File: src/hw/rtl/tcch_pkg.sv
// package with step codes, control word layout and microcode rom of the console front end
`default_nettype none

package tcch_pkg;

  // field and register widths
  localparam int CURSOR_W  = 9;
  localparam int DIM_W     = 10;
  localparam int CHAR_W    = 8;
  localparam int NUM_W     = 64;
  localparam int NIB_W     = 4;
  localparam int NIB_COUNT = NUM_W / NIB_W;
  localparam int REM_W     = $clog2(NIB_COUNT + 1);
  localparam int CFG_IDX_W = 1;

  // screen size limits
  localparam int MAX_DIM      = 512;
  localparam int CURSOR_REACH = 1 << CURSOR_W;
  localparam int DIM_LIMIT    = (MAX_DIM < CURSOR_REACH) ? MAX_DIM : CURSOR_REACH;

  localparam logic [DIM_W-1:0] COLUMNS_RESET = DIM_W'(80);
  localparam logic [DIM_W-1:0] ROWS_RESET    = DIM_W'(25);

  // register indexes
  localparam logic [CFG_IDX_W-1:0] REG_COLUMNS = CFG_IDX_W'(0);
  localparam logic [CFG_IDX_W-1:0] REG_ROWS    = CFG_IDX_W'(1);

  // special character codes
  localparam logic [CHAR_W-1:0] CHAR_NUL     = 8'h00;
  localparam logic [CHAR_W-1:0] CHAR_NEWLINE = 8'h0A;
  localparam logic [CHAR_W-1:0] CHAR_ZERO    = 8'h30;
  localparam logic [CHAR_W-1:0] CHAR_X       = 8'h78;
  localparam logic [CHAR_W-1:0] CHAR_UPPER_A = 8'h41;

  // func codes
  localparam logic FUNC_CHAR = 1'b0;
  localparam logic FUNC_HEX  = 1'b1;

  // microcode step addresses
  typedef logic [2:0] step_t;
  localparam step_t STEP_WAIT    = 3'd0;
  localparam step_t STEP_NEWLINE = 3'd1;
  localparam step_t STEP_CHAR    = 3'd2;
  localparam step_t STEP_ZERO    = 3'd3;
  localparam step_t STEP_X       = 3'd4;
  localparam step_t STEP_SKIP    = 3'd5;
  localparam step_t STEP_DIGIT   = 3'd6;

  typedef enum logic [2:0] {
    GLYPH_NONE,
    GLYPH_CHAR,
    GLYPH_ZERO,
    GLYPH_X,
    GLYPH_DIGIT
  } glyph_sel_t;

  typedef enum logic [1:0] {
    NIB_HOLD,
    NIB_SKIP,
    NIB_EMIT
  } nib_op_t;

  typedef enum logic [1:0] {
    LAST_NEVER,
    LAST_ALWAYS,
    LAST_ON_FINAL
  } last_sel_t;

  // a step moves on to its target when its condition holds, else it repeats
  typedef enum logic [1:0] {
    COND_ALWAYS,
    COND_DISPATCH,
    COND_SKIP_DONE,
    COND_FINAL_DIGIT
  } cond_t;

  typedef struct packed {
    glyph_sel_t glyph_sel;
    logic       newline;
    nib_op_t    nib_op;
    last_sel_t  last_sel;
    cond_t      cond;
    step_t      target;
  } ctl_t;

  // control store
  function automatic ctl_t ucode_rom(input step_t s);
    ctl_t w;
    w = '{GLYPH_NONE, 1'b0, NIB_HOLD, LAST_NEVER, COND_DISPATCH, STEP_WAIT};
    unique case (s)
      STEP_WAIT:    w = '{GLYPH_NONE,  1'b0, NIB_HOLD, LAST_NEVER,    COND_DISPATCH,
                          STEP_WAIT};
      STEP_NEWLINE: w = '{GLYPH_NONE,  1'b1, NIB_HOLD, LAST_NEVER,    COND_ALWAYS,
                          STEP_WAIT};
      STEP_CHAR:    w = '{GLYPH_CHAR,  1'b0, NIB_HOLD, LAST_ALWAYS,   COND_ALWAYS,
                          STEP_WAIT};
      STEP_ZERO:    w = '{GLYPH_ZERO,  1'b0, NIB_HOLD, LAST_NEVER,    COND_ALWAYS,
                          STEP_X};
      STEP_X:       w = '{GLYPH_X,     1'b0, NIB_HOLD, LAST_NEVER,    COND_ALWAYS,
                          STEP_SKIP};
      STEP_SKIP:    w = '{GLYPH_NONE,  1'b0, NIB_SKIP, LAST_NEVER,    COND_SKIP_DONE,
                          STEP_DIGIT};
      STEP_DIGIT:   w = '{GLYPH_DIGIT, 1'b0, NIB_EMIT, LAST_ON_FINAL, COND_FINAL_DIGIT,
                          STEP_WAIT};
      default:      w = '{GLYPH_NONE,  1'b0, NIB_HOLD, LAST_NEVER,    COND_ALWAYS,
                          STEP_WAIT};
    endcase
    return w;
  endfunction

  // upper-case hex digit glyph
  function automatic logic [CHAR_W-1:0] hex_glyph(input logic [NIB_W-1:0] nib);
    logic [CHAR_W-1:0] wide;
    wide = {{(CHAR_W-NIB_W){1'b0}}, nib};
    if (nib < NIB_W'(10)) begin
      return CHAR_ZERO + wide;
    end
    return CHAR_UPPER_A + wide - CHAR_W'(10);
  endfunction

  // screen size as used: zero acts as one, large values clip to the limit
  function automatic logic [DIM_W-1:0] eff_dim(input logic [DIM_W-1:0] v);
    if (v == '0) begin
      return DIM_W'(1);
    end
    if (v > DIM_W'(DIM_LIMIT)) begin
      return DIM_W'(DIM_LIMIT);
    end
    return v;
  endfunction

endpackage

`default_nettype wire

File: src/hw/rtl/text_console_cursor_hex_top.sv
// Text console front end: cursor tracking and glyph command generation.
// A microcoded sequencer runs one control word per cycle unless stalled; its step counter sets the timing.
// The first glyph of an accepted item goes through the step register, then the output register.
// One item is in work at a time; the next is taken once the sequencer is back at its wait step.
// Reset (synchronous, active high): cursor at 0,0, 80 columns, 25 rows, output empty.
`default_nettype none

module text_console_cursor_hex_top (
  input  wire logic                            clk,
  input  wire logic                            rst,
  // configuration writes
  input  wire logic                            cfg_we,
  input  wire logic [tcch_pkg::CFG_IDX_W-1:0]  cfg_index,
  input  wire logic [tcch_pkg::DIM_W-1:0]      cfg_data,
  // input items
  input  wire logic                            in_valid,
  output logic                                 in_ready,
  input  wire logic                            func,
  input  wire logic [tcch_pkg::CHAR_W-1:0]     character,
  input  wire logic [tcch_pkg::NUM_W-1:0]      number,
  // glyph commands
  output logic                                 out_valid,
  input  wire logic                            out_ready,
  output logic [tcch_pkg::CURSOR_W-1:0]        glyph_column,
  output logic [tcch_pkg::CURSOR_W-1:0]        glyph_row,
  output logic [tcch_pkg::CHAR_W-1:0]          glyph,
  output logic                                 last
);
  import tcch_pkg::*;

  logic [DIM_W-1:0]    columns;
  logic [DIM_W-1:0]    rows;
  logic [CURSOR_W-1:0] cursor_column;
  logic [CURSOR_W-1:0] cursor_row;
  step_t               pc;
  step_t               pc_next;
  logic [CHAR_W-1:0]   char_reg;
  logic [NUM_W-1:0]    num_reg;
  logic [REM_W-1:0]    rem;

  ctl_t                ctl;
  logic                slot_free;
  logic                emits;
  logic                fire;
  logic                cond_true;
  logic                final_nib;
  logic                top_zero;
  step_t               dispatch_target;
  logic [CHAR_W-1:0]   glyph_val;
  logic                last_val;
  logic [DIM_W-1:0]    eff_cols;
  logic [DIM_W-1:0]    eff_rows;
  logic [DIM_W-1:0]    col_inc;
  logic [DIM_W-1:0]    row_inc;
  logic [CURSOR_W-1:0] nl_row;
  logic [CURSOR_W-1:0] adv_col;
  logic [CURSOR_W-1:0] adv_row;
  logic                do_shift;

  // control word fetch and step firing
  assign ctl       = ucode_rom(pc);
  assign emits     = (ctl.glyph_sel != GLYPH_NONE);
  assign slot_free = !out_valid || out_ready;
  assign in_ready  = (pc == STEP_WAIT);
  assign fire      = (pc == STEP_WAIT) ? in_valid : (!emits || slot_free);

  assign final_nib = (rem == REM_W'(1));
  assign top_zero  = (num_reg[NUM_W-1 -: NIB_W] == '0);

  // dispatch on the incoming transaction
  always_comb begin
    if (func == FUNC_HEX) begin
      dispatch_target = STEP_ZERO;
    end else if (character == CHAR_NEWLINE) begin
      dispatch_target = STEP_NEWLINE;
    end else if (character == CHAR_NUL) begin
      dispatch_target = STEP_WAIT;
    end else begin
      dispatch_target = STEP_CHAR;
    end
  end

  // jump condition
  always_comb begin
    unique case (ctl.cond)
      COND_ALWAYS:      cond_true = 1'b1;
      COND_DISPATCH:    cond_true = 1'b1;
      COND_SKIP_DONE:   cond_true = !top_zero || final_nib;
      COND_FINAL_DIGIT: cond_true = final_nib;
      default:          cond_true = 1'b1;
    endcase
  end

  always_comb begin
    pc_next = pc;
    if (fire && cond_true) begin
      pc_next = (ctl.cond == COND_DISPATCH) ? dispatch_target : ctl.target;
    end
  end

  // glyph and last flag selection
  always_comb begin
    unique case (ctl.glyph_sel)
      GLYPH_NONE:  glyph_val = CHAR_NUL;
      GLYPH_CHAR:  glyph_val = char_reg;
      GLYPH_ZERO:  glyph_val = CHAR_ZERO;
      GLYPH_X:     glyph_val = CHAR_X;
      GLYPH_DIGIT: glyph_val = hex_glyph(num_reg[NUM_W-1 -: NIB_W]);
      default:     glyph_val = CHAR_NUL;
    endcase
    unique case (ctl.last_sel)
      LAST_NEVER:    last_val = 1'b0;
      LAST_ALWAYS:   last_val = 1'b1;
      LAST_ON_FINAL: last_val = final_nib;
      default:       last_val = 1'b0;
    endcase
  end

  // cursor advance and newline
  assign eff_cols = eff_dim(columns);
  assign eff_rows = eff_dim(rows);
  assign col_inc  = {1'b0, cursor_column} + DIM_W'(1);
  assign row_inc  = {1'b0, cursor_row} + DIM_W'(1);
  assign nl_row   = (row_inc < eff_rows) ? row_inc[CURSOR_W-1:0] : '0;

  always_comb begin
    if (col_inc < eff_cols) begin
      adv_col = col_inc[CURSOR_W-1:0];
      adv_row = cursor_row;
    end else begin
      adv_col = '0;
      adv_row = nl_row;
    end
  end

  // nibble shifter: skip leading zeros, or step past an emitted digit
  always_comb begin
    unique case (ctl.nib_op)
      NIB_HOLD: do_shift = 1'b0;
      NIB_SKIP: do_shift = fire && !cond_true;
      NIB_EMIT: do_shift = fire;
      default:  do_shift = 1'b0;
    endcase
  end

  // sequencer, cursor and configuration registers
  always_ff @(posedge clk) begin
    if (rst) begin
      pc            <= STEP_WAIT;
      cursor_column <= '0;
      cursor_row    <= '0;
      columns       <= COLUMNS_RESET;
      rows          <= ROWS_RESET;
    end else begin
      pc <= pc_next;
      if (fire && emits) begin
        cursor_column <= adv_col;
        cursor_row    <= adv_row;
      end else if (fire && ctl.newline) begin
        cursor_column <= '0;
        cursor_row    <= nl_row;
      end
      if (cfg_we) begin
        if (cfg_index == REG_COLUMNS) begin
          columns <= cfg_data;
        end else if (cfg_index == REG_ROWS) begin
          rows <= cfg_data;
        end
      end
    end
  end

  // operand registers
  always_ff @(posedge clk) begin
    if (pc == STEP_WAIT && in_valid) begin
      char_reg <= character;
      num_reg  <= number;
      rem      <= REM_W'(NIB_COUNT);
    end else if (do_shift) begin
      num_reg <= {num_reg[NUM_W-NIB_W-1:0], {NIB_W{1'b0}}};
      rem     <= rem - REM_W'(1);
    end
  end

  // output register
  always_ff @(posedge clk) begin
    if (rst) begin
      out_valid <= 1'b0;
    end else if (fire && emits) begin
      out_valid <= 1'b1;
    end else if (out_ready) begin
      out_valid <= 1'b0;
    end
  end

  always_ff @(posedge clk) begin
    if (fire && emits) begin
      glyph_column <= cursor_column;
      glyph_row    <= cursor_row;
      glyph        <= glyph_val;
      last         <= last_val;
    end
  end

  // checks
  assert property (@(posedge clk) disable iff (rst)
    (pc == STEP_SKIP || pc == STEP_DIGIT) |-> (rem != '0))
    else $error("nibble count empty during hex print");

  assert property (@(posedge clk) disable iff (rst)
    (fire && emits && last_val) |=> in_ready)
    else $error("sequencer not back at wait after final glyph");

  assert property (@(posedge clk) disable iff (rst)
    (in_valid && in_ready && func == FUNC_HEX) |=> (pc == STEP_ZERO))
    else $error("hex transaction not dispatched to prefix");

  assert property (@(posedge clk) disable iff (rst)
    (fire && emits && !slot_free) |-> 1'b0)
    else $error("glyph issued over an occupied output register");

endmodule

`default_nettype wire

File: config.mk
export PLATFORM = sky130hd
export DESIGN_NAME = text_console_cursor_hex_top
export DESIGN_NICKNAME = d
export VERILOG_FILES = /design/src/hw/rtl/tcch_pkg.sv /design/src/hw/rtl/text_console_cursor_hex_top.sv
export SDC_FILE = /design/constraint.sdc
export NUM_CORES = 1
export LEC_CHECK = 0
export BUFFER_PORTS_ARGS = -buffer_cell sky130_fd_sc_hd__buf_2
export CAP_MARGIN = 20
export CORE_MARGIN = 4
export CORE_UTILIZATION = 53
export CTS_BUF_LIST = sky130_fd_sc_hd__clkbuf_4
export DETAILED_ROUTE_END_ITERATION = 10
export HOLD_SLACK_MARGIN = 0.08
export PLACE_DENSITY = 0.85
export SYNTH_ARGS = -nofsm -noshare
export SYNTH_HDL_FRONTEND = slang
export SYNTH_SLANG_ARGS = --single-unit
File: constraint.sdc
create_clock -name clk -period 3.9 [get_ports clk]
set_clock_uncertainty 0.1 [all_clocks]
set_input_delay 0.78 -clock clk [delete_from_list [all_inputs] [get_ports clk]]
set_output_delay 0.78 -clock clk [all_outputs]
set_load 0.03 [all_outputs]
==> metrics, run 1 <==
hold crit path type in2reg; Routed WL per cell 15.4 um; Die Ht 123 um; Crit. End Element flip-flop; share of layout cells above drive strength 1 0.307; Worst setup SP type flip-flop; full die area 15000 um2; routed length on met2 6760 um; Clock transition at path regs 0.13 ns; CP arrival 3.54 ns; delay-heaviest family, CP simple AND/OR/NAND/NOR gates; Post-synth top flop edfxtp_1; CP most frequent cell nand3_1; area growth from synthesis to layout 14.9%; Antenna Violating Nets Remaining 0; Iter 0 DRT Violations 340; Starting Density 0.548; GP Congestion 0.907; crit path buf inv count 0; top layer in use met4; CTS buffer count 17; P per Cell Area 557 nW/um2; HPWL Detailed 10100 um; mapped cell area 6970 um2; clk buf depth 2; largest net degree at the start of global routing 65; RSZ-0062 raised after global routing false; Leak 3.18 nW; data required time of the worst path 4.22 ns; die width 123 um; peak supply drop 0.337 mV; Crit path largest cell delay 0.43 ns; fin crit share 0.826; Fin. Hold Viols 0; Post-synth EDFFs 99; core footprint 12700 um2; Ys Warns 0; vias in the first global route 4925; Synth Register Bits 146; FP Rows 41; drt pass-1 iters 5; Yosys cell types 66; via count 4835; Setup CP Type reg2reg; fmax 0.310 GHz; CTS resizes 0; fillers 1014; Cells after Synth 584; MaxCap Viol Count 0; Async S/R FF share, synth 0; Nets 820; Buffers on Ports 117; Worst Tran Pin Value 0.741 ns; sequential share of the synthesized area 0.562; Worst slew margin 0.506; worst-skew pair later-pin latency 0.55 ns; wl on met1 5790 um; CTS root buf clkbuf_4; Routed WL 13700 um; gr ovfl total 0; Synthesized Nets 700; initial antenna violation count 1; crit-path max FO 9; R2R Setup Slk 0.68 ns; status finished, final reports clean; first-pass GRT wire length 22900 um; setup TNS 0 ns; Pwr Total 0.00446 W; Clock Sinks 146; Slew Limit Fails 0; min cycle time layout 3.22 ns; H-tree depth 4; Top Ports 118; Slowest cell on crit path dfxtp_1; Post-CTS Setup Bufs 0; Area after DPL 7710 um2; Global Route Usage Sum 0.194; syn avg cell area 11.9 um2; hold buffer count at CTS 0; vias per inst 5.43; wire length on met3 961 um; setup violators final 0; Critical Path, Cell by Cell ha_1 -> nand3_1 -> nor2_1 -> nand3_1 -> xnor2_1 -> ha_1 -> nand3_1 -> nor4b_1 -> o22a_1 -> nor2_2 -> a21oi_2 -> o32ai_2; drc violations 0; CTS tree built; max reg flops 64; fin area 8010 um2
[where the power goes]
group	internal, W	switching [W]
registers	0.00210	0.000124
logic	0.000489	0.000757
clock network	0.000449	0.000542
total	0.00303	0.00142
[per-stage QoR]
step	util	hold slack, ns	std cells	setup WS (ns)
after global routing	0.629	0.274	890	0.402
after CTS	0.629	0.276	889	0.676
after detailed placement	0.606	0.359	857	0.778
after global placement	0.606	0.349	857	0.975
after floorplan	-	0.336	584	0.0788
final	0.629	0.322	890	0.677
[synth_stat cells (6+ instances only)]
cell | count | area (um2)
o21ai_1 | 6 | 30.0
o21ai_0 | 15 | 75.1
xor2_1 | 10 | 87.6
nand3b_1 | 6 | 45.0
dfxtp_1 | 47 | 941
nand2_1 | 83 | 312
a21o_1 | 6 | 45.0
ha_1 | 27 | 338
mux2_1 | 12 | 135
nand3_1 | 15 | 75.1
a21oi_1 | 37 | 185
inv_1 | 14 | 52.6
mux2_2 | 48 | 541
buf_4 | 6 | 45.0
nor2_1 | 32 | 120
clkbuf_1 | 7 | 26.3
xnor2_1 | 9 | 78.8
edfxtp_1 | 99 | 2970
buf_2 | 6 | 30.0
and3_1 | 13 | 81.3
[cells in the final DEF, fill, tap and decap left out, drive strengths merged, types with 2 or more instances in the layout]
| cell type | instances |
|---|---|
| ha | 27 |
| o211ai | 2 |
| a211oi | 5 |
| nand4 | 4 |
| buf | 122 |
| a2bb2oi | 2 |
| edfxtp | 99 |
| nor2b | 4 |
| nor4b | 2 |
| o22ai | 2 |
| a21oi | 40 |
| a22o | 2 |
| xor2 | 11 |
| or3 | 3 |
| clkinv | 9 |
| nand3 | 15 |
| o21ai | 21 |
| clkinvlp | 2 |
| a22oi | 2 |
| nand2 | 83 |
| xnor2 | 9 |
| nor3b | 5 |
| and3 | 13 |
| dfxtp | 47 |
| nor3 | 5 |
| inv | 16 |
| nor4 | 7 |
| a21o | 6 |
| nor2 | 33 |
| clkbuf | 18 |
| nand3b | 6 |
| nand4b | 4 |
| bufinv | 3 |
| mux2 | 60 |
| or2 | 2 |
| nand2b | 6 |
| a31oi | 4 |
[final timing paths]
kind / end / startpoint / depth (start not counted)
worst max-delay path: cursor_row[7]$_SDFFE_PP0P_ / cursor_row[0]$_SDFFE_PP0P_ / 12
worst min-delay path: char_reg[6]$_DFFE_PP_ / character[6] / 1
worst max register to register: cursor_row[7]$_SDFFE_PP0P_ / cursor_row[0]$_SDFFE_PP0P_ / 12
worst min register to register: rows[9]$_SDFFE_PP0P_ / rows[9]$_SDFFE_PP0P_ / 2
[cells by family after synthesis]
| logic type | share of synthesized area |
|---|---|
| AND/OR/NAND/NOR | 0.141 |
| flip-flops | 0.562 |
| AO/OA/AOI/OAI | 0.0957 |
| multiplexers | 0.0984 |
| buffers and inverters | 0.0264 |
| adder cells (fa/ha/maj) | 0.0501 |
| XOR/XNOR | 0.0262 |
[worst reg2reg max path, delay by kind of cell (launching register included)]
| family | cells | cell delay, ns |
|---|---|---|
| adders and majority gates | 2 | 0.58 |
| DFF | 1 | 0.43 |
| and+or+nand+nor | 6 | 1.23 |
| xor gates and xnor gates | 1 | 0.18 |
| AOI/OAI and AO/OA | 3 | 0.58 |
[per-layer routing]
layer  track usage  up-vias
li1              -     2391
met1         0.234     2282
met4        0.0756        0
met5             0        -
met3        0.0682       19
met2         0.321      143
[layout make-up]
class	count	area, um2	area share
well taps	172	215	0.0269
clock inverters	14	163	0.0203
multi-input cells	401	2870	0.358
flip-flops and latches	146	3910	0.489
repair buffers	122	648	0.0810
diodes	1	2.50	0.000313
inverters	16	60.1	0.00750
clock buffers	18	135	0.0169
(Power assumes the default switching activity.)
==> run 2: changes to the inputs <==
--- a/config.mk
+++ b/config.mk
@@ -8,11 +8,11 @@
 export BUFFER_PORTS_ARGS = -buffer_cell sky130_fd_sc_hd__buf_2
 export CAP_MARGIN = 20
 export CORE_MARGIN = 4
-export CORE_UTILIZATION = 53
+export CORE_UTILIZATION = 55
 export CTS_BUF_LIST = sky130_fd_sc_hd__clkbuf_4
 export DETAILED_ROUTE_END_ITERATION = 10
 export HOLD_SLACK_MARGIN = 0.08
-export PLACE_DENSITY = 0.85
+export PLACE_DENSITY = 0.84
 export SYNTH_ARGS = -nofsm -noshare
 export SYNTH_HDL_FRONTEND = slang
 export SYNTH_SLANG_ARGS = --single-unit
==> constraint.sdc (replaced) <==
create_clock -name clk -period 3.1 [get_ports clk]
set_clock_uncertainty 0.1 [all_clocks]
set_input_delay 0.62 -clock clk [delete_from_list [all_inputs] [get_ports clk]]
set_output_delay 0.62 -clock clk [all_outputs]
set_load 0.03 [all_outputs]
==> run 2 against run 1 <==
First-iteration DRC count decreased by 9.4%. Fmax increased by 9.2%. Sequential cell count stayed put. Via count is 0.41% higher. Worst setup slack worse by 0.53 ns. Final cell count up 0.45%. Utilization up 4.0 points. Clock power increased by 38%. Hold slack worse by 0.15 ns. Wire length is 1.8% higher. Non-clock buffer count increased by 9. Clock-buffer cell count up 1.
==> metrics, run 2 (synthesis results as in run 1) <==
P per Cell Area 707 nW/um2 (+27%); min cycle time layout 2.95 ns (-0.270 ns); Starting Density 0.570 (+0.0229); CTS tree built; CP arrival 3.35 ns (-0.19 ns); Iter 0 DRT Violations 308 (-9.4%); most common cell after layout, fill and taps aside buf_2; first-pass GRT wire length 23300 um (+2.1%); Fin. Hold Viols 0 (unchanged); most frequent cells in the layout buf_2 (117), edfxtp_1 (99), nand2_1 (83); Worst Tran Pin Value 0.573 ns (-0.168 ns); Nets 829 (+1.1%); via count 4855 (+0.41%); drt pass-1 iters 4 (-1); core footprint 12200 um2 (-4.0%); hold crit path type in2reg; vias in the first global route 5026 (+2.1%); Worst setup SP type flip-flop; Buffers on Ports 117 (unchanged); setup TNS 0 ns (unchanged); worst-skew pair later-pin latency 0.55 ns (about the same); hold buffer count at CTS 0 (unchanged); setup violators final 0 (unchanged); peak supply drop 0.488 mV (+45%); Setup CP Type reg2reg; full die area 14500 um2 (-3.4%); die width 121 um (-1.7%); Routed WL per cell 15.6 um (+1.4%); Clock Sinks 146 (unchanged); area growth from synthesis to layout 17.4%; status finished, final reports clean; share of layout cells above drive strength 1 0.333 (+0.0265); MaxCap Viol Count 0 (unchanged); largest net degree at the start of global routing 48 (-26%); Area after DPL 7780 um2 (+0.91%); initial antenna violation count 0 (-1); Crit. End Element flip-flop; Clock transition at path regs 0.11 ns (-0.02 ns); post-layout util 0.670 (+0.0404); Leak 3.27 nW (+2.8%); drc violations 0 (unchanged); GP Congestion 0.838 (-7.6%); H-tree depth 4 (unchanged); fin crit share 0.952 (+0.126); Global Route Usage Sum 0.204 (+0.00997); fmax 0.339 GHz (+9.2%); Die Ht 121 um (-1.7%); Slew Limit Fails 0 (unchanged); ANT cells 0 (-1); HPWL Detailed 10200 um (+1.8%); max reg flops 64 (unchanged); data required time of the worst path 3.49 ns (-0.73 ns); gr ovfl total 0 (unchanged); Routed WL 14000 um (+1.8%); crit-path max FO 8 (-1); FP Rows 40 (-2.4%); CTS buffer count 17 (unchanged); CTS root buf clkbuf_4; clk buf depth 2 (unchanged); Top Ports 118 (unchanged); fillers 919 (-9.4%); Antenna Violating Nets Remaining 0 (unchanged); vias per inst 5.43 (about the same); fin area 8180 um2 (+2.2%); Worst slew margin 0.617 (+0.111)
## run 2: where the power goes
group | internal, W | switching (W) | leakage, nW
Combinational | 0.000657 | 0.000987 | 1.77
Sequential | 0.00264 | 0.000135 | 1.33
Clock | 0.000726 | 0.000642 | 0.175
Total | 0.00402 | 0.00176 | 3.27
## run 2: metal layers
metal	share of wire	GRT usage
met1	0.41	0.244
met2	0.49	0.325
met3	0.072	0.0809
met4	0.025	0.0935
met5	0	0
## run 2: area by class of cell
class,count,area (um2),area share
Clock buffer,19,143,0.0174
Tap cell,168,210,0.0257
Inverter,16,60.1,0.00734
Multi-Input combinational cell,401,2930,0.358
Timing Repair Buffer,131,728,0.0890
Clock inverter,13,191,0.0234
Sequential cell,146,3920,0.479
## run 2: worst paths after layout
check,startpoint,slack (ns),depth (start not counted),to
worst max-delay path,cursor_column[0]$_SDFFE_PP0P_,0.15,12,cursor_column[7]$_SDFFE_PP0P_
worst min-delay path,character[6],0.17,1,char_reg[6]$_DFFE_PP_
worst max register to register,cursor_column[0]$_SDFFE_PP0P_,0.15,12,cursor_column[7]$_SDFFE_PP0P_
worst min register to register,rows[9]$_SDFFE_PP0P_,0.37,2,rows[9]$_SDFFE_PP0P_
## run 2: repair_timing
action / in CTS / in global routing
buffers inserted: 0 / 1
pin swaps: 0 / 1
endpoints found under the setup margin: 2 / 16
resized for setup: 1 / 15
## run 2: per-stage QoR
| stage | setup slack, ns | power [W] | cells | hold slack, ns |
|---|---|---|---|---|
| floorplan | 0.209 | 0.00400 | 584 | 0.336 |
| global placement | 0.213 | 0.00440 | 861 | 0.349 |
| detailed placement | 0.00221 | 0.00445 | 861 | 0.351 |
| CTS | 0.0306 | 0.00583 | 893 | 0.105 |
| global route | -0.0957 | 0.00612 | 894 | 0.0890 |
| finish | 0.147 | 0.00579 | 894 | 0.168 |
## run 2: critical path, cell delays in order, from the launching register on
cell and delay [ns]:
dfxtp_2 0.41, ha_1 0.24, and3_1 0.22, and3_1 0.24
nand3_1 0.14, xnor2_2 0.17, ha_1 0.33, and4_1 0.22
a21oi_1 0.19, nand4b_1 0.13, buf_4 0.19, nor3b_1 0.21
a21o_1 0.10
==> run 3: changes to the inputs <==
--- a/config.mk
+++ b/config.mk
@@ -12,7 +12,7 @@
 export CTS_BUF_LIST = sky130_fd_sc_hd__clkbuf_4
 export DETAILED_ROUTE_END_ITERATION = 10
 export HOLD_SLACK_MARGIN = 0.08
-export PLACE_DENSITY = 0.84
+export PLACE_DENSITY = 0.78
 export SYNTH_ARGS = -nofsm -noshare
 export SYNTH_HDL_FRONTEND = slang
 export SYNTH_SLANG_ARGS = --single-unit
==> run 3 against run 2 <==
Clock power shrank 10%. Wire length grew 1.2%. Critical endpoint is now cursor_row[5]$_SDFFE_PP0P_. Register-to-register slack gained 0.02 ns. Highest routed layer is now met5. Clock-buffer cell count shrank 2.
==> metrics, run 3 (synthesis results as in run 1) <==
status finished, final reports clean; Clock transition at path regs 0.13 ns (+0.02 ns); via count 4876 (+0.43%); CP arrival 3.32 ns (-0.03 ns); share of total power in combinational logic 0.288 (+0.004); P per Cell Area 696 nW/um2 (-1.6%); Crit. End Element flip-flop; Buffers on Ports 117 (unchanged); Top Ports 118 (unchanged); vias per inst 5.45 (+0.32%); Antenna Violating Nets Remaining 0 (unchanged); sw frac 0.320 (+0.0147); MaxCap Viol Count 0 (unchanged); worst-skew pair later-pin latency 0.56 ns (about the same); Slowest cell on crit path dfxtp_1; Non-Filler Instances 895 (+0.11%); Crit path largest cell delay 0.39 ns (-0.02 ns); H-tree depth 4 (unchanged); Setup CP Type reg2reg; hold crit path type in2reg; GP Congestion 0.829 (-1.0%); Fin. Hold Viols 0 (unchanged); crit path buf inv count 1 (unchanged); Routed WL 14100 um (+1.2%); Starting Density 0.570 (unchanged); Clock Sinks 146 (unchanged); Die Ht 121 um (unchanged); CTS tree built; setup violators final 0 (unchanged); hold buffer count at CTS 0 (unchanged); FP Rows 40 (unchanged); peak supply drop 0.565 mV (+16%); Routed WL per cell 15.8 um (+1.1%); Iter 0 DRT Violations 292 (-5.2%); most common cell after layout, fill and taps aside buf_2; Nets 830 (+0.12%); HPWL Detailed 10500 um (+2.9%); core footprint 12200 um2 (unchanged); Hold Crit Depth 1 (unchanged); Worst setup SP type flip-flop; gr ovfl total 0 (unchanged); Clock Power Share 0.218 (-0.018); Switch Pwr 0.00181 W (+2.5%); R2R Setup Slk 0.16 ns (+0.02 ns); area growth from synthesis to layout 16.7%; crit-path max FO 9 (+1); FF/Latch Area 3920 um2 (unchanged); Worst Tran Pin Value 0.634 ns (+0.0607 ns); CTS buffer count 17 (unchanged); fmax 0.340 GHz (+0.52%); Worst path depth 12 (unchanged); largest net degree at the start of global routing 52 (+8.3%); Pint 0.00385 W (-4.3%); data required time of the worst path 3.48 ns (about the same); max reg flops 64 (unchanged); Area after DPL 7780 um2 (about the same); Register-to-Register Path Depth 12 (unchanged); clk buf depth 2 (unchanged); fillers 955 (+3.9%); Global Route Usage Sum 0.207 (+0.00326); share of power burned in registers 0.494 (+0.014); delay-heaviest family, CP simple AND/OR/NAND/NOR gates; ANT cells 0 (unchanged); vias in the first global route 4957 (-1.4%); first-pass GRT wire length 23600 um (+1.2%); fin area 8130 um2 (-0.60%); share of layout cells above drive strength 1 0.333 (-0.000459); placed cells 862 (+0.12%); drt pass-1 iters 5 (+1); multi-input logic area 2910 um2 (-0.56%); initial antenna violation count 1 (+1); full die area 14500 um2 (unchanged); Slew Limit Fails 0 (unchanged); drc violations 0 (unchanged); CTS root buf clkbuf_4; Critical Path, Cell by Cell ha_2 -> nand3_1 -> nor2_2 -> buf_4 -> xor2_1 -> ha_1 -> and3_1 -> nor4b_1 -> o22a_2 -> nor2_4 -> nand2_1 -> o21ai_1; min cycle time layout 2.94 ns (-0.0152 ns); WHS 0.142 ns (-0.0258 ns); Leak 3.24 nW (-0.93%); Worst slew margin 0.573 (-0.0441); die width 121 um (unchanged); fin crit share 0.948 (-0.00491); most frequent cells in the layout buf_2 (117), edfxtp_1 (99), nand2_1 (83)
==> run 3: final timing paths <==
kind                               from                    endpoint
max          cursor_row[1]$_SDFFE_PP0P_  cursor_row[5]$_SDFFE_PP0P_
min                        character[6]       char_reg[6]$_DFFE_PP_
max reg2reg  cursor_row[1]$_SDFFE_PP0P_  cursor_row[5]$_SDFFE_PP0P_
min reg2reg        rows[9]$_SDFFE_PP0P_        rows[9]$_SDFFE_PP0P_
==> run 3: through the flow <==
stage | setup TNS [ns] | setup slack (ns) | util | total power (W)
after floorplan | 0 | 0.209 | - | 0.00400
after global placement | 0 | 0.223 | 0.637 | 0.00441
after detailed placement | 0 | 0.150 | 0.637 | 0.00447
after CTS | 0 | 0.0546 | 0.661 | 0.00570
after global routing | -0.196 | -0.0599 | 0.666 | 0.00599
final | 0 | 0.163 | 0.666 | 0.00566
==> run 3: what timing repair did <==
| action | in CTS | in global routing |
|---|---|---|
| gates resized for setup | 0 | 14 |
| setup endpoints to repair | 0 | 13 |
| buffers inserted | 0 | 1 |
==> run 3: power groups by stage <==
stage | clock network (W) | logic, W | registers, W
final | 0.00123 | 0.00163 | 0.00280
after global routing | 0.00137 | 0.00178 | 0.00284
after CTS | 0.00126 | 0.00163 | 0.00280
after detailed placement | 0 | 0.00163 | 0.00284
after global placement | 0 | 0.00158 | 0.00283
after floorplan | 0 | 0.000996 | 0.00301
==> run 3: final cells by class <==
class,count,area share
Inverter,16,0.00739
Timing Repair Buffer,132,0.0905
Tap cell,168,0.0259
Sequential cell,146,0.482
Multi-Input combinational cell,401,0.358
Clock buffer,17,0.0157
Clock inverter,15,0.0205
==> run 3: per-layer routing <==
metal	global-route usage	wire (um)
met5	0	12
met4	0.0892	269
met3	0.0739	1140
met2	0.335	6860
met1	0.251	5870
